File: src/rtl/core/nfht_pkg.sv
// Shared types, widths and codes of the next-fit handle table.
// No dependencies; all files of the block but the RAM and the macros header use it.
package nfht_pkg;

    // Default parameter values.
    localparam int unsigned DEPTH_DEF        = 64;
    localparam int unsigned HANDLE_WIDTH_DEF = 32;

    // Fixed widths of the channel fields and the register.
    localparam int unsigned IN_HANDLE_W = 32;
    localparam int unsigned STATUS_W    = 2;
    localparam int unsigned SLOT_W      = 6;
    localparam int unsigned COUNT_W     = 7;
    localparam int unsigned ASIZE_W     = 7;

    localparam logic [ASIZE_W-1:0] ASIZE_RESET = 7'd64;

    // Operation codes.
    typedef enum logic {
        OP_ADD    = 1'b0,
        OP_REMOVE = 1'b1
    } t_op;

    // Result status codes.
    typedef enum logic [STATUS_W-1:0] {
        ST_OK        = 2'd0,
        ST_FULL      = 2'd1,
        ST_NOT_FOUND = 2'd2,
        ST_ZERO      = 2'd3
    } t_status;

    // One result as handed from the sequencer to the output register.
    typedef struct packed {
        t_status              status;
        logic [SLOT_W-1:0]    slot;
        logic [COUNT_W-1:0]   used_count;
    } t_result;

endpackage

File: src/rtl/core/nfht_if.sv
// Valid/ready channel interfaces for the request and result streams.
// Depends on nfht_pkg for the field widths.
interface nfht_req_if;
    import nfht_pkg::*;

    logic                   valid;
    logic                   ready;
    logic                   op;
    logic [IN_HANDLE_W-1:0] handle;

    modport source (output valid, output op, output handle, input ready);
    modport sink   (input valid, input op, input handle, output ready);
endinterface

interface nfht_res_if;
    import nfht_pkg::*;

    logic                valid;
    logic                ready;
    logic [STATUS_W-1:0] status;
    logic [SLOT_W-1:0]   slot;
    logic [COUNT_W-1:0]  used_count;

    modport source (output valid, output status, output slot, output used_count,
                    input ready);
    modport sink   (input valid, input status, input slot, input used_count,
                    output ready);
endinterface

File: src/rtl/core/next_fit_handle_table_unit.sv
// Next-fit handle table. After reset a clearing pass zeroes the slot memory;
// no transaction is accepted until it ends. An add or remove scans k slots
// (1 to the active size), reading one slot per cycle, before its result goes
// to the output register; a zero handle skips the scan. The next transaction
// is taken once the result has moved to the output register, so a transaction
// is not accepted before the one ahead of it has left the sequencer.
module next_fit_handle_table_unit #(
    parameter int unsigned DEPTH        = nfht_pkg::DEPTH_DEF,
    parameter int unsigned HANDLE_WIDTH = nfht_pkg::HANDLE_WIDTH_DEF
) (
    input  logic                          i_clk,
    input  logic                          i_rst_n,
    nfht_req_if.sink                      i_in,
    nfht_res_if.source                    o_out,
    input  logic                          i_cfg_we,
    input  logic [nfht_pkg::ASIZE_W-1:0]  i_cfg_wdata
);
    import nfht_pkg::*;

    localparam int unsigned AW = $clog2(DEPTH);

    logic [ASIZE_W-1:0]      r_active_size;
    logic                    r_out_valid;
    t_result                 r_out;

    logic                    seq_ready;
    logic                    res_valid;
    logic                    res_ready;
    t_result                 res;
    logic                    mem_we;
    logic [AW-1:0]           mem_waddr;
    logic [HANDLE_WIDTH-1:0] mem_wdata;
    logic [AW-1:0]           mem_raddr;
    logic [HANDLE_WIDTH-1:0] mem_rdata;

    // Active size register.
    always_ff @(posedge i_clk) begin
        if (!i_rst_n) begin
            r_active_size <= ASIZE_RESET;
        end else if (i_cfg_we) begin
            r_active_size <= i_cfg_wdata;
        end
    end

    // Slot memory.
    nfht_ram #(
        .WIDTH (HANDLE_WIDTH),
        .DEPTH (DEPTH)
    ) u_ram (
        .i_clk   (i_clk),
        .i_we    (mem_we),
        .i_waddr (mem_waddr),
        .i_wdata (mem_wdata),
        .i_raddr (mem_raddr),
        .o_rdata (mem_rdata)
    );

    // Scan sequencer.
    nfht_seq #(
        .DEPTH        (DEPTH),
        .HANDLE_WIDTH (HANDLE_WIDTH)
    ) u_seq (
        .i_clk         (i_clk),
        .i_rst_n       (i_rst_n),
        .i_start       (i_in.valid && seq_ready),
        .i_op          (i_in.op),
        .i_handle      (i_in.handle),
        .i_active_size (r_active_size),
        .o_ready       (seq_ready),
        .o_res_valid   (res_valid),
        .o_res         (res),
        .i_res_ready   (res_ready),
        .o_mem_we      (mem_we),
        .o_mem_waddr   (mem_waddr),
        .o_mem_wdata   (mem_wdata),
        .o_mem_raddr   (mem_raddr),
        .i_mem_rdata   (mem_rdata)
    );

    assign i_in.ready = seq_ready;

    // Output register: takes a result when empty or when the held one is taken.
    assign res_ready = !r_out_valid || o_out.ready;

    always_ff @(posedge i_clk) begin
        if (!i_rst_n) begin
            r_out_valid <= 1'b0;
        end else if (res_ready) begin
            r_out_valid <= res_valid;
        end
    end

    always_ff @(posedge i_clk) begin
        if (res_ready && res_valid) begin
            r_out <= res;
        end
    end

    assign o_out.valid      = r_out_valid;
    assign o_out.status     = r_out.status;
    assign o_out.slot       = r_out.slot;
    assign o_out.used_count = r_out.used_count;

endmodule

File: src/rtl/core/nfht_ram.sv
// Generic single-write, single-read synchronous RAM with registered read data.
// No dependencies.
module nfht_ram #(
    parameter int unsigned WIDTH = 32,
    parameter int unsigned DEPTH = 64
) (
    input  logic                     i_clk,
    input  logic                     i_we,
    input  logic [$clog2(DEPTH)-1:0] i_waddr,
    input  logic [WIDTH-1:0]         i_wdata,
    input  logic [$clog2(DEPTH)-1:0] i_raddr,
    output logic [WIDTH-1:0]         o_rdata
);

    logic [WIDTH-1:0] r_mem [DEPTH];
    logic [WIDTH-1:0] r_rdata;

    // Write port.
    always_ff @(posedge i_clk) begin
        if (i_we) begin
            r_mem[i_waddr] <= i_wdata;
        end
    end

    // Read port, registered read data.
    always_ff @(posedge i_clk) begin
        r_rdata <= r_mem[i_raddr];
    end

    assign o_rdata = r_rdata;

endmodule

File: src/rtl/core/nfht_seq.sv
// Scan sequencer: clears the slot memory after reset, then runs next-fit add
// and first-match remove scans one slot per cycle. Depends on nfht_pkg.
module nfht_seq #(
    parameter int unsigned DEPTH        = 64,
    parameter int unsigned HANDLE_WIDTH = 32
) (
    input  logic                              i_clk,
    input  logic                              i_rst_n,
    input  logic                              i_start,
    input  logic                              i_op,
    input  logic [nfht_pkg::IN_HANDLE_W-1:0]  i_handle,
    input  logic [nfht_pkg::ASIZE_W-1:0]      i_active_size,
    output logic                              o_ready,
    output logic                              o_res_valid,
    output nfht_pkg::t_result                 o_res,
    input  logic                              i_res_ready,
    output logic                              o_mem_we,
    output logic [$clog2(DEPTH)-1:0]          o_mem_waddr,
    output logic [HANDLE_WIDTH-1:0]           o_mem_wdata,
    output logic [$clog2(DEPTH)-1:0]          o_mem_raddr,
    input  logic [HANDLE_WIDTH-1:0]           i_mem_rdata
);
    import nfht_pkg::*;

    localparam int unsigned AW = $clog2(DEPTH);
    localparam int unsigned CW = $clog2(DEPTH + 1);

    typedef enum logic [3:0] {
        S_CLEAR = 4'b0001,
        S_IDLE  = 4'b0010,
        S_SCAN  = 4'b0100,
        S_DONE  = 4'b1000
    } t_state;

    t_state                  r_state, n_state;
    logic [AW-1:0]           r_clr, n_clr;
    logic [AW-1:0]           r_ptr, n_ptr;
    logic [CW-1:0]           r_count, n_count;
    logic                    r_op, n_op;
    logic [HANDLE_WIDTH-1:0] r_h, n_h;
    logic [AW-1:0]           r_addr, n_addr;
    logic [CW-1:0]           r_iter, n_iter;
    t_result                 r_res, n_res;

    logic [HANDLE_WIDTH-1:0] h_in;
    logic [CW-1:0]           eff_n;
    logic [AW-1:0]           start_addr;
    logic [CW-1:0]           addr_inc;
    logic [AW-1:0]           next_addr;
    logic                    hit;
    logic                    last;

    // Incoming handle at the stored width.
    assign h_in = HANDLE_WIDTH'(i_handle);

    // Effective active size: zero counts as one, anything above the depth as the depth.
    always_comb begin
        priority if (i_active_size == '0) begin
            eff_n = CW'(1);
        end else if (int'(i_active_size) > int'(DEPTH)) begin
            eff_n = CW'(DEPTH);
        end else begin
            eff_n = CW'(i_active_size);
        end
    end

    // First slot of a scan: the next pointer for an add while it lies inside
    // the active part, otherwise slot zero.
    assign start_addr = (t_op'(i_op) == OP_ADD && CW'(r_ptr) < eff_n) ? r_ptr : '0;

    // Following slot, wrapping at the active size.
    assign addr_inc  = CW'(r_addr) + CW'(1);
    assign next_addr = (addr_inc < eff_n) ? AW'(addr_inc) : '0;

    // The read data of this cycle belongs to r_addr.
    assign hit  = (t_op'(r_op) == OP_ADD) ? (i_mem_rdata == '0) : (i_mem_rdata == r_h);
    assign last = (r_iter == eff_n - CW'(1));

    // Memory read address: the first slot on acceptance, then the slot after r_addr.
    assign o_mem_raddr = (r_state == S_IDLE) ? start_addr : next_addr;

    // Memory write: zero fill during the clearing pass, store or clear on a hit.
    always_comb begin
        o_mem_we    = 1'b0;
        o_mem_waddr = r_addr;
        o_mem_wdata = '0;
        unique case (r_state)
            S_CLEAR: begin
                o_mem_we    = 1'b1;
                o_mem_waddr = r_clr;
            end
            S_SCAN: begin
                o_mem_we    = hit;
                o_mem_wdata = (t_op'(r_op) == OP_ADD) ? r_h : '0;
            end
            S_IDLE, S_DONE: begin
                o_mem_we = 1'b0;
            end
            default: begin
                o_mem_we = 1'b0;
            end
        endcase
    end

    // Next-state and data path.
    always_comb begin
        n_state = r_state;
        n_clr   = r_clr;
        n_ptr   = r_ptr;
        n_count = r_count;
        n_op    = r_op;
        n_h     = r_h;
        n_addr  = r_addr;
        n_iter  = r_iter;
        n_res   = r_res;
        unique case (r_state)
            S_CLEAR: begin
                n_clr = r_clr + AW'(1);
                if (r_clr == AW'(DEPTH - 1)) begin
                    n_state = S_IDLE;
                end
            end
            S_IDLE: begin
                if (i_start) begin
                    n_op = i_op;
                    n_h  = h_in;
                    if (h_in == '0) begin
                        n_res.status     = ST_ZERO;
                        n_res.slot       = '0;
                        n_res.used_count = COUNT_W'(r_count);
                        n_state          = S_DONE;
                    end else begin
                        n_addr  = start_addr;
                        n_iter  = '0;
                        n_state = S_SCAN;
                    end
                end
            end
            S_SCAN: begin
                if (hit) begin
                    if (t_op'(r_op) == OP_ADD) begin
                        if (r_count < CW'(DEPTH)) begin
                            n_count = r_count + CW'(1);
                        end
                        n_ptr = next_addr;
                    end else begin
                        if (r_count != '0) begin
                            n_count = r_count - CW'(1);
                        end
                    end
                    n_res.status     = ST_OK;
                    n_res.slot       = SLOT_W'(r_addr);
                    n_res.used_count = COUNT_W'(n_count);
                    n_state          = S_DONE;
                end else if (last) begin
                    n_res.status     = (t_op'(r_op) == OP_ADD) ? ST_FULL : ST_NOT_FOUND;
                    n_res.slot       = '0;
                    n_res.used_count = COUNT_W'(r_count);
                    n_state          = S_DONE;
                end else begin
                    n_addr = next_addr;
                    n_iter = r_iter + CW'(1);
                end
            end
            S_DONE: begin
                if (i_res_ready) begin
                    n_state = S_IDLE;
                end
            end
            default: begin
                n_state = S_CLEAR;
            end
        endcase
    end

    // Control registers are reset; the scan payload is not.
    always_ff @(posedge i_clk) begin
        if (!i_rst_n) begin
            r_state <= S_CLEAR;
            r_clr   <= '0;
            r_ptr   <= '0;
            r_count <= '0;
        end else begin
            r_state <= n_state;
            r_clr   <= n_clr;
            r_ptr   <= n_ptr;
            r_count <= n_count;
        end
    end

    always_ff @(posedge i_clk) begin
        r_op   <= n_op;
        r_h    <= n_h;
        r_addr <= n_addr;
        r_iter <= n_iter;
        r_res  <= n_res;
    end

    assign o_ready     = (r_state == S_IDLE);
    assign o_res_valid = (r_state == S_DONE);
    assign o_res       = r_res;

endmodule

File: src/flat_wrapper.sv
// flat-port wrapper written by rule: the top's interface ports become plain ports
module next_fit_handle_table_unit_flat import nfht_pkg::*;
#(
    parameter int unsigned DEPTH        = nfht_pkg::DEPTH_DEF,
    parameter int unsigned HANDLE_WIDTH = nfht_pkg::HANDLE_WIDTH_DEF
)
  (i_clk, i_rst_n, i_cfg_we, i_cfg_wdata, i_in_valid, i_in_op, i_in_handle, i_in_ready, o_out_valid, o_out_status, o_out_slot, o_out_used_count, o_out_ready);
  nfht_req_if i_in_i ();
  nfht_res_if o_out_i ();
  input  logic i_clk;
  input  logic i_rst_n;
  input  logic i_cfg_we;
  input  logic [nfht_pkg::ASIZE_W-1:0] i_cfg_wdata;
  input wire logic [$bits(i_in_i.valid)-1:0] i_in_valid;
  input wire logic [$bits(i_in_i.op)-1:0] i_in_op;
  input wire logic [$bits(i_in_i.handle)-1:0] i_in_handle;
  output wire logic [$bits(i_in_i.ready)-1:0] i_in_ready;
  output wire logic [$bits(o_out_i.valid)-1:0] o_out_valid;
  output wire logic [$bits(o_out_i.status)-1:0] o_out_status;
  output wire logic [$bits(o_out_i.slot)-1:0] o_out_slot;
  output wire logic [$bits(o_out_i.used_count)-1:0] o_out_used_count;
  input wire logic [$bits(o_out_i.ready)-1:0] o_out_ready;
  assign i_in_i.valid = i_in_valid;
  assign i_in_i.op = i_in_op;
  assign i_in_i.handle = i_in_handle;
  assign i_in_ready = i_in_i.ready;
  assign o_out_valid = o_out_i.valid;
  assign o_out_status = o_out_i.status;
  assign o_out_slot = o_out_i.slot;
  assign o_out_used_count = o_out_i.used_count;
  assign o_out_i.ready = o_out_ready;
  next_fit_handle_table_unit #(.DEPTH(DEPTH), .HANDLE_WIDTH(HANDLE_WIDTH)) u_core (.i_clk(i_clk), .i_rst_n(i_rst_n), .i_in(i_in_i), .o_out(o_out_i), .i_cfg_we(i_cfg_we), .i_cfg_wdata(i_cfg_wdata));
endmodule
File: config.mk
export PLATFORM = sky130hd
export DESIGN_NAME = next_fit_handle_table_unit_flat
export DESIGN_NICKNAME = d
export VERILOG_FILES = /design/src/rtl/core/nfht_pkg.sv /design/src/rtl/core/nfht_if.sv /design/src/rtl/core/next_fit_handle_table_unit.sv /design/src/rtl/core/nfht_ram.sv /design/src/rtl/core/nfht_seq.sv /design/src/flat_wrapper.sv
export SDC_FILE = /design/constraint.sdc
export NUM_CORES = 2
export LEC_CHECK = 0
export ABC_CLOCK_PERIOD_IN_PS = 12100
export BUFFER_PORTS_ARGS = -buffer_cell sky130_fd_sc_hd__buf_2
export CORE_MARGIN = 5
export CORE_UTILIZATION = 50
export CTS_CLUSTER_SIZE = 14
export DETAILED_ROUTE_END_ITERATION = 10
export PLACE_DENSITY = 0.65
export RECOVER_POWER = 50
export SYNTH_ARGS = -nofsm -noshare
export SYNTH_HDL_FRONTEND = slang
export SYNTH_SLANG_ARGS = --single-unit
File: constraint.sdc
create_clock -name i_clk -period 12.1 [get_ports i_clk]
set_input_delay 0.605 -clock i_clk [delete_from_list [all_inputs] [get_ports i_clk]]
set_output_delay 0.605 -clock i_clk [all_outputs]
set_load 0.02 [all_outputs]
==> results.sh <==
export IMPL_status="finished, violations left"
export IMPL_violations="max-capacitance violations, max-slew violations"
export IMPL_synth_area_leaders="edfxtp_1 74%, nand2_1 5.8%, mux2i_1 4.1%, nand3_1 2.8%, dfxtp_1 1.5%"
export IMPL_max_cap_violations=34
export IMPL_synth_ff_type="edfxtp_1"
export IMPL_r2r_end="u_core.u_ram.o_rdata[26]"
export IMPL_tightest_slew_ns=3.08
export IMPL_rows=152
export IMPL_grt_max_degree=169
export IMPL_hp_class="in -> reg"
export IMPL_worstHoldStart="i_cfg_wdata[2]"
export IMPL_setup_ws_ns=4.80
export IMPL_hold_violations=0
export IMPL_antenna_found_initial=12
export IMPL_cts_setup_buffers=0
export IMPL_fin_setup_tns_ns=0
export IMPL_netlist_area_sq_mm=0.0867
export IMPL_final_util=0.565
export IMPL_layoutNonFillerInstCount=8622
export IMPL_period_minus_slack_ns=7.30
export IMPL_dpl_worst_slack_ns=4.87
export IMPL_drt_initial_drc_count=8420
export IMPL_max_freq_mhz=137
export IMPL_slew_headroom=-1.05
export IMPL_yosys_register_bits=2187
export IMPL_holdPathStages=3
export IMPL_r2r_cells=14
export IMPL_num_vias=54500
export IMPL_dr_pass1_iters=8
export IMPL_dieArea_sq_mm=0.182
export IMPL_critPathArrivalTime_ns=8.00
export IMPL_worst_hold_path_endpoint="u_core.r_active_size[2]"
export IMPL_clk_pin_slew_ns=0.06
export IMPL_drive_gt1_frac=0.0948
export IMPL_async_flop_share=0
export IMPL_fp_dieH_um=426
export IMPL_critical_path_required_ns=12.81
export IMPL_yosysSeqAreaShare=0.750
export IMPL_synth_cells=6017
export IMPL_drc=0
export IMPL_r2r_slack_ns=4.80
export IMPL_wirelength_um=259000
export IMPL_ant_nets=0
export IMPL_yosysTopAreaCell="edfxtp_1"
export IMPL_setup_viol=0
export IMPL_htreeDepth=4
export IMPL_place_inst=8181
export IMPL_syn2layout_area_growth_pct=12.1
export IMPL_hpwlAfterDp_um=134000
export IMPL_nFillCells=13400
export IMPL_final_common_cell="edfxtp_1"
export IMPL_grtUsageTotal=0.280
export IMPL_slew_violations=2159
export IMPL_clk_latency_ns=0.84
export IMPL_skew_ns=0.0311
export IMPL_synth_warnings=0
export IMPL_synthesis_nets=6080
export IMPL_timing_final_crit_share=0.603
export IMPL_clock_sink_count=2187
export IMPL_viasPerCell=6.33
export IMPL_end_kind="register"
export IMPL_gp_congestion=0.865
export IMPL_p_leak_uw=0.0320
export IMPL_synth_edf_count=2124
export IMPL_layout_common_cells="2124 x edfxtp_1, 1345 x nand2_1, 487 x nand3_1, 354 x mux2i_1, 215 x clkbuf_16"
export IMPL_wire_per_inst_um=30.0
export IMPL_synthDistinctLibCells=79
export IMPL_die_w_um=426
export IMPL_yosysTopAreaCellShare=0.736
export IMPL_grt_first_pass_wirelength_um=367000
export IMPL_r2r_start="u_core.u_seq.r_addr[0]"
export IMPL_syn_area_per_cell_sq_um=14.4
export IMPL_cts_buffers=212
export IMPL_cts_buffer_depth=3
export IMPL_critPathKind="reg -> reg"
export IMPL_p_per_area_mw_per_mm2=186
export IMPL_root_buffer="clkbuf_16"
export IMPL_start_kind="register"
export IMPL_start_util=0.504
export IMPL_ir_worst_vdd_mv=0.157
export IMPL_core_area_sq_mm=0.172
export IMPL_rsz0062_at_grt="false"
export IMPL_grt_pass1_vias=50700
export IMPL_numPortBuffers=61
export IMPL_grt_overflow=0
export IMPL_ios=62
export IMPL_crit_path_max_fanout=127
export IMPL_cts_tree="yes"
export IMPL_nNetsFinal=6183
[metrics by stage]
stage	total power, uW	instance area [sq um]	hold slack (ns)
2_1_floorplan	10500	86700	0.400
3_3_place_gp	11500	90100	0.405
3_5_place_dp	11600	90100	0.407
5_1_grt	18600	97200	0.0318
4_1_cts	18100	97300	0.00493
6_report	18100	97200	0.0518
[state kept, by name, summed over array words and instances, names as in the netlist, 7 cells and up]
| name | flops |
|---|---|
| u_core.u_ram.r_mem | 2048 |
| u_core.r_active_size | 7 |
| u_core.u_seq.r_count | 7 |
| u_core.u_ram.o_rdata | 32 |
| u_core.u_seq.r_iter | 7 |
| u_core.o_out.used_count | 7 |
| u_core.u_seq.r_h | 32 |
| u_core.u_seq.o_res | 15 |
[timing repair]
action | in CTS | in global routing
resized for setup | 0 | 0
endpoints found under the setup margin | 0 | 0
hold buffers | 35 | 0
hold endpoints to repair | 35 | 0
[kinds of logic after synthesis]
| group | Yosys count | share of synthesized area |
|---|---|---|
| AO/OA/AOI/OAI | 704 | 0.0564 |
| buffers and inverters | 384 | 0.0216 |
| XOR/XNOR | 51 | 0.00515 |
| multiplexers | 383 | 0.0478 |
| AND/OR/NAND/NOR | 2290 | 0.116 |
| adder cells (fa/ha/maj) | 18 | 0.00260 |
| flip-flops | 2187 | 0.750 |
[critical path, cell delays in order (launching register included)]
cell and delay (ns):
edfxtp_1 0.57, ha_1 0.32, xor2_1 0.57, ha_1 0.38, a21oi_1 0.17, o221ai_1 0.26
a211oi_2 0.96, a22o_4 0.77, buf_4 0.70, buf_12 0.54, mux2i_1 0.27, mux2i_1 0.10
o2111ai_1 0.25, nand4_1 0.57, a221o_1 0.49
[where the power goes]
part           internal [uW]  switching (uW)
Combinational            697            1800
Sequential              8760             241
Clock                   3770            2820
[worst max path at each step]
| stage | from | end | cells past startpoint |
|---|---|---|---|
| after floorplan | u_core.u_seq.r_addr[0] | u_core.u_ram.o_rdata[5] | 18 |
| after global placement | u_core.u_seq.r_addr[0] | u_core.u_ram.o_rdata[30] | 13 |
| after detailed placement | u_core.u_seq.r_addr[0] | u_core.u_ram.o_rdata[26] | 14 |
| after CTS | u_core.u_seq.r_addr[0] | u_core.u_ram.o_rdata[26] | 14 |
| after global routing | u_core.u_seq.r_addr[0] | u_core.u_ram.o_rdata[26] | 14 |
| final | u_core.u_seq.r_addr[0] | u_core.u_ram.o_rdata[26] | 14 |
[cells in the mapped netlist (all sizes together) (7+ instances only)]
master,count
or3,13
nor3,35
buf,263
nand2,1347
ha,18
xnor2,10
o221ai,103
clkbuf,99
a22oi,10
edfxtp,2124
a21oi,213
nor4,69
dfxtp,63
a221o,10
nor2,116
o22ai,39
a221oi,17
a32oi,43
inv,19
a31oi,71
and2,26
a211oi,16
nor2b,14
mux4,24
nand4,47
and3,101
o2111ai,15
o21ai,57
a311oi,57
mux2i,354
o32ai,7
xor2,41
nand3,487
or4,13
[area by class of cell]
| cell class | count | area (sq um) | area share |
|---|---|---|---|
| clock inverters | 121 | 1170 | 0.0120 |
| clock buffers | 279 | 5720 | 0.0589 |
| diodes | 6 | 15.0 | 0.000154 |
| inverters | 22 | 83.8 | 0.000862 |
| well taps | 2310 | 2890 | 0.0297 |
| flip-flops and latches | 2187 | 65000 | 0.669 |
| multi-input cells | 3446 | 20400 | 0.210 |
| repair buffers | 251 | 1830 | 0.0189 |
[routing by layer]
metal | GRT usage | vias up | wire, um
li1 | - | 23100 | -
met1 | 0.396 | 27500 | 99800
met2 | 0.432 | 3367 | 117000
met3 | 0.0556 | 541 | 29500
met4 | 0.111 | 6 | 11800
met5 | 0 | - | 40
Power figures use the tool's default switching activity.
